File: config.mk
export PLATFORM = sky130hd
export DESIGN_NAME = gpu_submission_completion_tracker_flat
export DESIGN_NICKNAME = d
export VERILOG_FILES = /design/src/rtl/gsct_pkg.sv /design/src/rtl/gsct_evt_if.sv /design/src/rtl/gsct_res_if.sv /design/src/rtl/gsct_stage.sv /design/src/rtl/gsct_core.sv /design/src/rtl/gpu_submission_completion_tracker.sv /design/src/flat_wrapper.sv
export SDC_FILE = /design/constraint.sdc
export NUM_CORES = 1
export LEC_CHECK = 0
export ABC_AREA = 1
export BUFFER_PORTS_ARGS = -buffer_cell sky130_fd_sc_hd__buf_2
export CAP_MARGIN = 20
export CELL_PAD_IN_SITES_DETAIL_PLACEMENT = 1
export CELL_PAD_IN_SITES_GLOBAL_PLACEMENT = 1
export CORE_MARGIN = 2
export CORE_UTILIZATION = 45
export DETAILED_ROUTE_END_ITERATION = 8
export PLACE_DENSITY = 0.8
export SLEW_MARGIN = 25
export SYNTH_ARGS = -nofsm -noshare
export SYNTH_HDL_FRONTEND = slang
export SYNTH_HIERARCHICAL = 1
export SYNTH_SLANG_ARGS = --single-unit
File: constraint.sdc
create_clock -name clk_i -period 9.5 [get_ports clk_i]
set_input_delay 0 -clock clk_i [delete_from_list [all_inputs] [get_ports clk_i]]
set_output_delay 0 -clock clk_i [all_outputs]
set_load 0.05 [all_outputs]
File: src/rtl/gsct_pkg.sv
`timescale 1ns / 1ps
package gsct_pkg;

  // Event kinds
  localparam logic [2:0] KIND_BEGIN   = 3'd0;
  localparam logic [2:0] KIND_QUEUE   = 3'd1;
  localparam logic [2:0] KIND_SCOPE   = 3'd2;
  localparam logic [2:0] KIND_EXPIRE  = 3'd3;
  localparam logic [2:0] KIND_OBSERVE = 3'd4;

  // Queue result codes
  localparam logic [1:0] Q_PENDING   = 2'd0;
  localparam logic [1:0] Q_SUCCESS   = 2'd1;
  localparam logic [1:0] Q_ERROR     = 2'd2;
  localparam logic [1:0] Q_CANCELLED = 2'd3;

  // Scope result codes
  localparam logic [1:0] S_PENDING = 2'd0;
  localparam logic [1:0] S_CLEAN   = 2'd1;
  localparam logic [1:0] S_ERROR   = 2'd2;

  // Observe verdicts
  localparam logic [1:0] VERDICT_NONE    = 2'd0;
  localparam logic [1:0] VERDICT_SUCCESS = 2'd1;
  localparam logic [1:0] VERDICT_FAILURE = 2'd2;

  localparam int unsigned TagW    = 64;
  localparam int unsigned EpochW  = 64;
  localparam int unsigned RejectW = 32;

  typedef struct packed {
    logic [2:0]        kind;
    logic [TagW-1:0]   tag;
    logic [EpochW-1:0] error_epoch;
    logic [1:0]        outcome;
    logic              dev_lost;
    logic              drained;
  } evt_t;

  typedef struct packed {
    logic               accepted;
    logic [1:0]         terminal;
    logic               busy_res;
    logic [RejectW-1:0] reject_total;
  } res_t;

endpackage

File: src/rtl/gsct_evt_if.sv
`timescale 1ns / 1ps
interface gsct_evt_if
  import gsct_pkg::*;
();
  logic              valid;
  logic              ready;
  logic [2:0]        kind;
  logic [TagW-1:0]   tag;
  logic [EpochW-1:0] error_epoch;
  logic [1:0]        outcome;
  logic              dev_lost;
  logic              drained;

  modport source (
    output valid, kind, tag, error_epoch, outcome, dev_lost, drained,
    input  ready
  );
  modport sink (
    input  valid, kind, tag, error_epoch, outcome, dev_lost, drained,
    output ready
  );
endinterface

File: src/rtl/gsct_res_if.sv
`timescale 1ns / 1ps
interface gsct_res_if
  import gsct_pkg::*;
();
  logic               valid;
  logic               ready;
  logic               accepted;
  logic [1:0]         terminal;
  logic               busy_res;
  logic [RejectW-1:0] reject_total;

  modport source (
    output valid, accepted, terminal, busy_res, reject_total,
    input  ready
  );
  modport sink (
    input  valid, accepted, terminal, busy_res, reject_total,
    output ready
  );
endinterface

File: src/rtl/gsct_stage.sv
`timescale 1ns / 1ps
module gsct_stage
  import gsct_pkg::*;
#(
  parameter type T = evt_t
) (
  input  logic clk_i,
  input  logic rst_ni,
  input  logic valid_i,
  output logic ready_o,
  input  T     data_i,
  output logic valid_o,
  input  logic ready_i,
  output T     data_o
);

  logic valid_q, valid_d;
  T     data_q;

  // Take a new transfer when empty or when the held one leaves this cycle.
  assign ready_o = !valid_q || ready_i;

  always_comb begin
    valid_d = valid_q;
    if (ready_o) begin
      valid_d = valid_i;
    end
  end

  always_ff @(posedge clk_i or negedge rst_ni) begin
    if (!rst_ni) begin
      valid_q <= 1'b0;
    end else begin
      valid_q <= valid_d;
    end
  end

  always_ff @(posedge clk_i) begin
    if (ready_o && valid_i) begin
      data_q <= data_i;
    end
  end

  assign valid_o = valid_q;
  assign data_o  = data_q;

endmodule

File: src/rtl/gsct_core.sv
`timescale 1ns / 1ps
module gsct_core
  import gsct_pkg::*;
(
  input  logic clk_i,
  input  logic rst_ni,
  input  logic fire_i,
  input  evt_t evt_i,
  output res_t res_o
);

  logic               active_q, active_d;
  logic [TagW-1:0]    tag_q, tag_d;
  logic [EpochW-1:0]  base_q, base_d;
  logic [1:0]         queue_q, queue_d;
  logic [1:0]         scope_q, scope_d;
  logic               expired_q, expired_d;
  logic [RejectW-1:0] reject_q, reject_d;

  logic       tag_hit;
  logic       poisoned;
  logic       reject;
  logic       accepted;
  logic [1:0] verdict;

  assign tag_hit  = active_q && (evt_i.tag == tag_q);
  assign poisoned = (queue_q == Q_ERROR) || (queue_q == Q_CANCELLED) ||
                    (scope_q == S_ERROR) || evt_i.dev_lost ||
                    (evt_i.error_epoch != base_q);

  always_comb begin
    active_d  = active_q;
    tag_d     = tag_q;
    base_d    = base_q;
    queue_d   = queue_q;
    scope_d   = scope_q;
    expired_d = expired_q;
    reject    = 1'b0;
    accepted  = 1'b0;
    verdict   = VERDICT_NONE;
    case (evt_i.kind)
      KIND_BEGIN: begin
        if (!active_q && (evt_i.tag != '0)) begin
          tag_d     = evt_i.tag;
          base_d    = evt_i.error_epoch;
          queue_d   = Q_PENDING;
          scope_d   = S_PENDING;
          expired_d = 1'b0;
          active_d  = 1'b1;
          accepted  = 1'b1;
        end
      end
      KIND_QUEUE: begin
        if (tag_hit && (evt_i.outcome != Q_PENDING) && (queue_q == Q_PENDING)) begin
          queue_d  = evt_i.outcome;
          accepted = 1'b1;
        end else begin
          reject = 1'b1;
        end
      end
      KIND_SCOPE: begin
        if (tag_hit && ((evt_i.outcome == S_CLEAN) || (evt_i.outcome == S_ERROR)) &&
            (scope_q == S_PENDING)) begin
          scope_d  = evt_i.outcome;
          accepted = 1'b1;
        end else begin
          reject = 1'b1;
        end
      end
      KIND_EXPIRE: begin
        if (tag_hit && !expired_q) begin
          expired_d = 1'b1;
          accepted  = 1'b1;
        end else begin
          reject = 1'b1;
        end
      end
      KIND_OBSERVE: begin
        if (tag_hit) begin
          accepted = 1'b1;
          if (poisoned) begin
            if (evt_i.drained) begin
              verdict = VERDICT_FAILURE;
            end
          end else if ((queue_q == Q_SUCCESS) && (scope_q == S_CLEAN)) begin
            verdict = VERDICT_SUCCESS;
          end else if (evt_i.drained) begin
            verdict = VERDICT_FAILURE;
          end
          if (verdict != VERDICT_NONE) begin
            active_d = 1'b0;
          end
        end else begin
          reject = 1'b1;
        end
      end
      default: begin
      end
    endcase
    // Saturate the reject count at all ones.
    reject_d = reject_q;
    if (reject && (reject_q != '1)) begin
      reject_d = reject_q + RejectW'(1);
    end
  end

  always_ff @(posedge clk_i or negedge rst_ni) begin
    if (!rst_ni) begin
      active_q  <= 1'b0;
      tag_q     <= '0;
      base_q    <= '0;
      queue_q   <= Q_PENDING;
      scope_q   <= S_PENDING;
      expired_q <= 1'b0;
      reject_q  <= '0;
    end else if (fire_i) begin
      active_q  <= active_d;
      tag_q     <= tag_d;
      base_q    <= base_d;
      queue_q   <= queue_d;
      scope_q   <= scope_d;
      expired_q <= expired_d;
      reject_q  <= reject_d;
    end
  end

  assign res_o.accepted     = accepted;
  assign res_o.terminal     = verdict;
  assign res_o.busy_res     = active_d;
  assign res_o.reject_total = reject_d;

`ifndef ASSERT_OFF
  a_verdict_deactivates: assert property (@(posedge clk_i) disable iff (!rst_ni)
    fire_i && (verdict != VERDICT_NONE) |=> !active_q)
    else $error("tracker still active after a verdict");

  a_success_needs_results: assert property (@(posedge clk_i) disable iff (!rst_ni)
    fire_i && (verdict == VERDICT_SUCCESS) |-> (queue_q == Q_SUCCESS) && (scope_q == S_CLEAN))
    else $error("success verdict without clean results");

  a_idle_holds_state: assert property (@(posedge clk_i) disable iff (!rst_ni)
    !fire_i |=> $stable(active_q) && $stable(reject_q) && $stable(tag_q))
    else $error("state moved without a transfer");

  a_reject_steps_by_one: assert property (@(posedge clk_i) disable iff (!rst_ni)
    fire_i && reject && ($past(reject_q) == reject_q) |=> (reject_q == $past(reject_q) + RejectW'(1))
      || (reject_q == '1))
    else $error("reject count did not advance");

  a_begin_arms: assert property (@(posedge clk_i) disable iff (!rst_ni)
    fire_i && (evt_i.kind == KIND_BEGIN) && accepted |=> active_q && (queue_q == Q_PENDING))
    else $error("accepted begin did not arm the tracker");
`endif

endmodule

File: src/rtl/gpu_submission_completion_tracker.sv
`timescale 1ns / 1ps
// Channel   Dir  Modport         Payload
// evt_i     in   gsct_evt_if     kind, tag, error_epoch, outcome, dev_lost, drained
// res_o     out  gsct_res_if     accepted, terminal, busy_res, reject_total
//
// One event per clock sustained while the result side does not stall; each event gives
// exactly one result, which passes through the event register, then the result register.
// The tracker state updates in the cycle an event moves from the event register
// into the result register, so back-to-back events see each other's effect.
// rst_ni clears the tracker (inactive, results pending, reject count zero) and
// empties both registers.
// A stalled result holds in the result register; evt_i.ready stays high while
// the event register is empty or can advance.
module gpu_submission_completion_tracker
  import gsct_pkg::*;
(
  input  logic      clk_i,
  input  logic      rst_ni,
  gsct_evt_if.sink  evt_i,
  gsct_res_if.source res_o
);

  evt_t evt_in;
  evt_t evt_q;
  logic evt_valid;
  logic core_fire;
  logic res_ready;
  res_t res_d;
  res_t res_q;

  // Gather the incoming payload into one struct.
  assign evt_in.kind        = evt_i.kind;
  assign evt_in.tag         = evt_i.tag;
  assign evt_in.error_epoch = evt_i.error_epoch;
  assign evt_in.outcome     = evt_i.outcome;
  assign evt_in.dev_lost    = evt_i.dev_lost;
  assign evt_in.drained     = evt_i.drained;

  // Event register: holds one transfer ahead of the tracker logic.
  gsct_stage #(
    .T (evt_t)
  ) u_evt_stage (
    .clk_i   (clk_i),
    .rst_ni  (rst_ni),
    .valid_i (evt_i.valid),
    .ready_o (evt_i.ready),
    .data_i  (evt_in),
    .valid_o (evt_valid),
    .ready_i (res_ready),
    .data_o  (evt_q)
  );

  // Apply the event only when its result has a place to go.
  assign core_fire = evt_valid && res_ready;

  gsct_core u_core (
    .clk_i  (clk_i),
    .rst_ni (rst_ni),
    .fire_i (core_fire),
    .evt_i  (evt_q),
    .res_o  (res_d)
  );

  // Result register: decouples the consumer from the tracker logic.
  gsct_stage #(
    .T (res_t)
  ) u_res_stage (
    .clk_i   (clk_i),
    .rst_ni  (rst_ni),
    .valid_i (evt_valid),
    .ready_o (res_ready),
    .data_i  (res_d),
    .valid_o (res_o.valid),
    .ready_i (res_o.ready),
    .data_o  (res_q)
  );

  assign res_o.accepted     = res_q.accepted;
  assign res_o.terminal     = res_q.terminal;
  assign res_o.busy_res     = res_q.busy_res;
  assign res_o.reject_total = res_q.reject_total;

endmodule

File: src/flat_wrapper.sv
// flat-port wrapper written by rule: the top's interface ports become plain ports
module gpu_submission_completion_tracker_flat import gsct_pkg::*;
  (clk_i, rst_ni, evt_i_valid, evt_i_kind, evt_i_tag, evt_i_error_epoch, evt_i_outcome, evt_i_dev_lost, evt_i_drained, evt_i_ready, res_o_valid, res_o_accepted, res_o_terminal, res_o_busy_res, res_o_reject_total, res_o_ready);
  gsct_evt_if evt_i_i ();
  gsct_res_if res_o_i ();
  input  logic clk_i;
  input  logic rst_ni;
  input wire logic [$bits(evt_i_i.valid)-1:0] evt_i_valid;
  input wire logic [$bits(evt_i_i.kind)-1:0] evt_i_kind;
  input wire logic [$bits(evt_i_i.tag)-1:0] evt_i_tag;
  input wire logic [$bits(evt_i_i.error_epoch)-1:0] evt_i_error_epoch;
  input wire logic [$bits(evt_i_i.outcome)-1:0] evt_i_outcome;
  input wire logic [$bits(evt_i_i.dev_lost)-1:0] evt_i_dev_lost;
  input wire logic [$bits(evt_i_i.drained)-1:0] evt_i_drained;
  output wire logic [$bits(evt_i_i.ready)-1:0] evt_i_ready;
  output wire logic [$bits(res_o_i.valid)-1:0] res_o_valid;
  output wire logic [$bits(res_o_i.accepted)-1:0] res_o_accepted;
  output wire logic [$bits(res_o_i.terminal)-1:0] res_o_terminal;
  output wire logic [$bits(res_o_i.busy_res)-1:0] res_o_busy_res;
  output wire logic [$bits(res_o_i.reject_total)-1:0] res_o_reject_total;
  input wire logic [$bits(res_o_i.ready)-1:0] res_o_ready;
  assign evt_i_i.valid = evt_i_valid;
  assign evt_i_i.kind = evt_i_kind;
  assign evt_i_i.tag = evt_i_tag;
  assign evt_i_i.error_epoch = evt_i_error_epoch;
  assign evt_i_i.outcome = evt_i_outcome;
  assign evt_i_i.dev_lost = evt_i_dev_lost;
  assign evt_i_i.drained = evt_i_drained;
  assign evt_i_ready = evt_i_i.ready;
  assign res_o_valid = res_o_i.valid;
  assign res_o_accepted = res_o_i.accepted;
  assign res_o_terminal = res_o_i.terminal;
  assign res_o_busy_res = res_o_i.busy_res;
  assign res_o_reject_total = res_o_i.reject_total;
  assign res_o_i.ready = res_o_ready;
  gpu_submission_completion_tracker u_core (.clk_i(clk_i), .rst_ni(rst_ni), .evt_i(evt_i_i), .res_o(res_o_i));
endmodule
==> flow_summary.toml, run 1 <==
[drt]
drc_errors = 0
dr.pass1.iters = 5
antenna_left = 0
first_iter_violations = 958
routed_wl_um = 53100
wl_per_cell_um = 20.5
via_per_inst = 5.34
vias = 13803

[sta]
setup_viol = 0
min_period_ps = 3790
hold_violations = 0
finalSetupTns_ps = 0
max_freq_mhz = 264
drv_slew = 0
setup_ws_ps = 5710
worst_pin_slew_ps = 1030
slew-limit-headroom = 0.317
post-route-period-util = 0.398
clock_skew_ps = 27.9
rsz0062_at_grt = "no"
holdWs_ps = 29.9

[cts]
cts_root_buf = "clkbuf_16"
cts.sinks = 339
cts.reportedPaths.clkPinSlew_ps = 70
clockBufferDepth = 3
cts_tree = "yes"
cts_setup_buffers = 0
cts_buffers = 39
clk-insertion-delay-late_ps = 580
htree_levels = 2

[die]
die_y_um = 192
core-area_um2 = 34700
die_w_um = 192
ioPinCount = 177
fp-row-count = 68
dieArea_um2 = 36900
start_util = 0.459

[hold_path]
hp-class = "input pin to async pin"

[finish]
final_util = 0.576
area_growth_pct = 25.4
final_common_cell = "nand2_1"
mostFrequentLayoutCells = "606 x nand2_1, 208 x inv_1, 175 x buf_2"
fin_nets = 2242
drive_gt1_frac = 0.137
multi_input_area_um2 = 5620
fill_cells = 3980
design_area_um2 = 20000
finalNonFillerCells = 2587
diodes = 0
regArea_um2 = 9340

[placement]
place_congestion = 0.912
dp_hpwl_um = 35200
place_inst = 2374
placedInstanceArea_um2 = 17300
port-buffer-count = 176
pre_cts_ws_ps = 5200

[power_and_ir_drop]
p_int_mw = 2.93
finalPower_mw = 4.28
clockPowerShare = 0.353
switching_share = 0.316
switchingPower_mw = 1.35
p_leak_nw = 9.37
p_seq_frac = 0.453
pwr-share-comb = 0.194
ir_drop_mv = 0.200
powerDensity_nw_per_um2 = 214

[synth]
synthCells = 1786
ys_warn_count = 6
yosysTopAreaCell = "edfxtp_1"
ys_seq_elements = 339
synth_nets = 1927
synthDistinctLibCells = 39
yosysTopAreaCellShare = 0.322
synthTopCellsByArea = "edfxtp_1 32%, dfrtp_1 26%, nand2_1 14%"
ys_seq_area_frac = 0.586
syn_avg_cell_area_um2 = 8.92
syn_area_um2 = 15900

[critical_path]
reg2regPathDepth = 11
critPathArrivalTime_ps = 4170
cp.required_ps = 9890
crit_path_end_kind = "register"
cp_max_fo = 130
cp-start-kind = "register"
crit_type = "register to register"

[flow_run]
max-cap-violations = 0

[outcome]
status = "finished clean"

[global_routing]
grt_max_degree = 131
gr-total-overflow = 0
grt_first_pass_wirelength_um = 83000
grt_use_total = 0.296
grt_pass1_vias = 14569
antenna_found_initial = 0
## layout make-up
class	instances	area share
clock buffers	53	0.0550
clock inverters	19	0.00795
inverters	211	0.0396
multi-input cells	1186	0.281
flip-flops and latches	339	0.467
well taps	455	0.0285
repair buffers	324	0.121
## flip-flops by register name, indices dropped and copies added (netlist names)
signal                      cells
u_core/u_core/active_q          1
u_core/u_core/expired_q         1
u_core/u_core/queue_q           2
u_core/u_core/reject_q         32
u_core/u_evt_stage/data_o     135
u_core/u_core/scope_q           2
u_core/u_res_stage/data_o      36
u_core/u_core/tag_q            64
u_core/u_evt_stage/valid_o      1
u_core/u_res_stage/valid_o      1
u_core/u_core/base_q           64
## critical path: stages, from the launching register on
cell      delay [ps]
edfxtp_1         440
nor4_1           460
nand4_1          220
nor2_1           280
nand3_1          190
nand2_1          100
nand2_1           50
nand2_1          100
inv_2            210
nand2_8          500
buf_6            730
o21ai_0          290
## Yosys cell counts (all sizes together)
cell type	n
nand2	609
nand4	63
nor2	98
ha	2
buf	29
a21oi	9
and3	3
and2	3
a32oi	1
dfrtp	168
nor4b	1
o21ai	121
or4	2
o221ai	1
o22ai	5
xor2	34
nor3	30
nand3	89
clkbuf	21
nor3b	8
nand3b	6
or3	1
o2111ai	3
nor4	32
xnor2	29
edfxtp	171
inv	211
or2	36
## timing repair
item                      in CTS  in global routing
resized for setup              0                  0
hold buffers                 140                  0
hold endpoints to repair     195                  0
## kinds of logic after synthesis
logic type               after synthesis  synth area share
AND/OR/NAND/NOR                      981             0.267
adder cells (fa/ha/maj)                2           0.00157
XOR/XNOR                              63            0.0346
flip-flops                           339             0.586
AO/OA/AOI/OAI                        140            0.0462
buffers and inverters                261            0.0647
## power groups by stage
| stage | Sequential, mW | Clock, mW | Combinational, mW |
|---|---|---|---|
| after detailed placement | 1.96 | 0 | 0.758 |
| after global routing | 1.97 | 1.59 | 0.922 |
| after floorplan | 1.96 | 0 | 0.468 |
| final | 1.94 | 1.51 | 0.831 |
| after global placement | 1.94 | 0 | 0.719 |
| after CTS | 1.93 | 1.53 | 0.810 |
## worst paths after layout
path	to	startpoint	slack [ps]
max	u_core/u_core/tag_q[20]	u_core/u_evt_stage/data_o[96]	5710
min	u_core/u_core/tag_q[43]	rst_ni	30
max reg2reg	u_core/u_core/tag_q[20]	u_core/u_evt_stage/data_o[96]	5710
min reg2reg	u_core/u_core/expired_q	u_core/u_core/expired_q	480
max in group asynchronous	u_core/u_core/tag_q[46]	rst_ni	8670
min in group clk_i	u_core/u_evt_stage/data_o[83]	evt_i_tag[15]	130
## routing by layer
| metal | track usage | share of wire | vias to the layer above | routed length (µm) |
|---|---|---|---|---|
| met1 | 0.386 | 0.42 | 6872 | 22400 |
| li1 | - | - | 6462 | - |
| met5 | 0 | 0 | - | 0 |
| met4 | 0.0916 | 0.027 | 0 | 1450 |
| met3 | 0.0409 | 0.050 | 88 | 2660 |
| met2 | 0.510 | 0.50 | 381 | 26600 |
No activity file was read; power rests on OpenSTA's default activity.
==> run 2: changes to the inputs <==
--- a/config.mk
+++ b/config.mk
@@ -11,9 +11,9 @@
 export CELL_PAD_IN_SITES_DETAIL_PLACEMENT = 1
 export CELL_PAD_IN_SITES_GLOBAL_PLACEMENT = 1
 export CORE_MARGIN = 2
-export CORE_UTILIZATION = 45
+export CORE_UTILIZATION = 41
 export DETAILED_ROUTE_END_ITERATION = 8
-export PLACE_DENSITY = 0.8
+export PLACE_DENSITY = 0.77
 export SLEW_MARGIN = 25
 export SYNTH_ARGS = -nofsm -noshare
 export SYNTH_HDL_FRONTEND = slang
==> constraint.sdc (replaced) <==
create_clock -name clk_i -period 3.23 [get_ports clk_i]
set_input_delay 0 -clock clk_i [delete_from_list [all_inputs] [get_ports clk_i]]
set_output_delay 0 -clock clk_i [all_outputs]
set_load 0.05 [all_outputs]
==> run 2 against run 1 <==
  * Global-route usage is 4.1 points lower
  * Utilization is 5.4 points lower
  * Final cell count increased by 2.7%
  * First-iteration DRC count down 17%
  * Non-clock buffer count is 7 higher
  * Register-to-register slack worse by 5500 ps
  * Die area increased by 9.6%
  * Setup slack worse by 5500 ps
  * Sequential share of layout area shrank 0.17 points
  * Combinational power increased to 2.9 times the previous value
  * Worst hold slack better by 37 ps
  * Clock skew is 9.2 ps lower
  * Largest cell class unchanged
  * Highest routed layer is now met5
==> flow_summary.toml, run 2 (synthesized netlist as in run 1, its figures left out) <==
[sta]
setup_ws_ps = 205
slew-limit-headroom = 0.450
max_freq_mhz = 331
setup_viol = 0
finalSetupTns_ps = 0
hold_violations = 0
clock_skew_ps = 18.8
min_period_ps = 3030
drv_slew = 0
worst_pin_slew_ps = 825
post-route-period-util = 0.937
rsz0062_at_grt = "no"

[die]
core-area_um2 = 38500
die_y_um = 201
die_w_um = 201
fp-row-count = 72
start_util = 0.414
dieArea_um2 = 40500
ioPinCount = 177

[global_routing]
grt_pass1_vias = 14519
antenna_found_initial = 1
grt_first_pass_wirelength_um = 80600
gr-total-overflow = 0
grt_max_degree = 128
grt_use_total = 0.255

[critical_path]
cp_common_cell = "nand2_1"
critPathArrivalTime_ps = 3430
crit_path_end_kind = "register"
reg2regPathDepth = 11
cp_max_fo = 127
cp.required_ps = 3640
crit_type = "register to register"
path_cells = "inv_1, nand4_1, nor4_1, nand3_1, nand2_1, nand2_1, nand2_1, inv_2, nand2_4, buf_12, o21ai_0"
critical-path-slowest-cell = "nor4_1"
cp-start-kind = "register"
rrSetupSlack_ps = 200
critical-path-top-delay-family = "simple AND/OR/NAND/NOR gates"
cp_num_buf_inv = 3
cp_num_cells = 11
cp_slowest_stage_delay_ps = 690

[cts]
htree_levels = 2
cts_buffers = 39
cts.reportedPaths.clkPinSlew_ps = 60
cts_tree = "yes"
clockBufferDepth = 3
cts_setup_buffers = 0
clk-insertion-delay-late_ps = 560
cts_resized = 0
cts.sinks = 339
cts_root_buf = "clkbuf_16"

[finish]
fill_cells = 4454
fin_nets = 2249
mostFrequentLayoutCells = "606 x nand2_1, 207 x inv_1, 175 x buf_2"
multi_input_area_um2 = 5600
final_common_cell = "nand2_1"
area_growth_pct = 25.9
largest_reg_flops = 135
regArea_um2 = 9340
final_util = 0.522
finalNonFillerCells = 2658
drive_gt1_frac = 0.141

[drt]
wl_per_cell_um = 19.0
via_per_inst = 5.05
antenna_left = 0
drc_errors = 0
vias = 13412
routed_wl_um = 50400
dr.pass1.iters = 5
first_iter_violations = 792

[flow_run]
max-cap-violations = 0

[placement]
place_congestion = 0.905
place_inst = 2446
pre_cts_ws_ps = 402
port-buffer-count = 176
dp_hpwl_um = 35200

[power_and_ir_drop]
powerDensity_nw_per_um2 = 618
p_leak_nw = 9.40
ir_drop_mv = 0.418

[outcome]
status = "finished clean"

[hold_path]
hp-class = "input pin to async pin"
[run 2: repair_timing]
item                                    in CTS  in global routing
endpoints found under the setup margin       0                  0
endpoints found under the hold margin      208                  0
hold buffers                               139                  0
[run 2: path summary, 6_finish.rpt]
kind	to	startpoint
worst max-delay path	u_core/u_core/tag_q[53]	u_core/u_evt_stage/data_o[117]
worst min-delay path	u_core/u_core/tag_q[44]	rst_ni
worst max register to register	u_core/u_core/tag_q[53]	u_core/u_evt_stage/data_o[117]
worst min register to register	u_core/u_core/expired_q	u_core/u_core/expired_q
max in group asynchronous	u_core/u_core/base_q[12]	rst_ni
min in group clk_i	u_core/u_evt_stage/data_o[115]	evt_i_tag[47]
[run 2: routing by layer]
metal  track usage  share of wire  vias to the layer above
met5             0        0.00026                        -
met1         0.323           0.43                     6542
met2         0.450           0.50                      311
met4        0.0722          0.027                        2
met3        0.0450          0.048                       89
li1              -              -                     6468
[run 2: final cells by class]
class	instances	share of cell area
diodes	1	0.000125
clock buffers	54	0.0534
flip-flops and latches	339	0.466
inverters	211	0.0395
clock inverters	18	0.00779
repair buffers	331	0.122
multi-input cells	1186	0.279
well taps	518	0.0323
[run 2: power by group]
group / leakage [nW] / switching [mW] / internal (mW)
Sequential: 3.80 / 0.504 / 5.20
Combinational: 4.98 / 1.52 / 0.872
Clock: 0.611 / 1.81 / 2.50
[run 2: through the flow]
step,total power [mW],instance area [µm²],hold WS [ps]
2_1_floorplan,7.12,16000,-296
3_3_place_gp,7.85,17400,104
3_5_place_dp,7.99,17400,109
4_1_cts,12.5,20100,76.6
5_1_grt,13.0,20100,120
6_report,12.4,20100,67.0
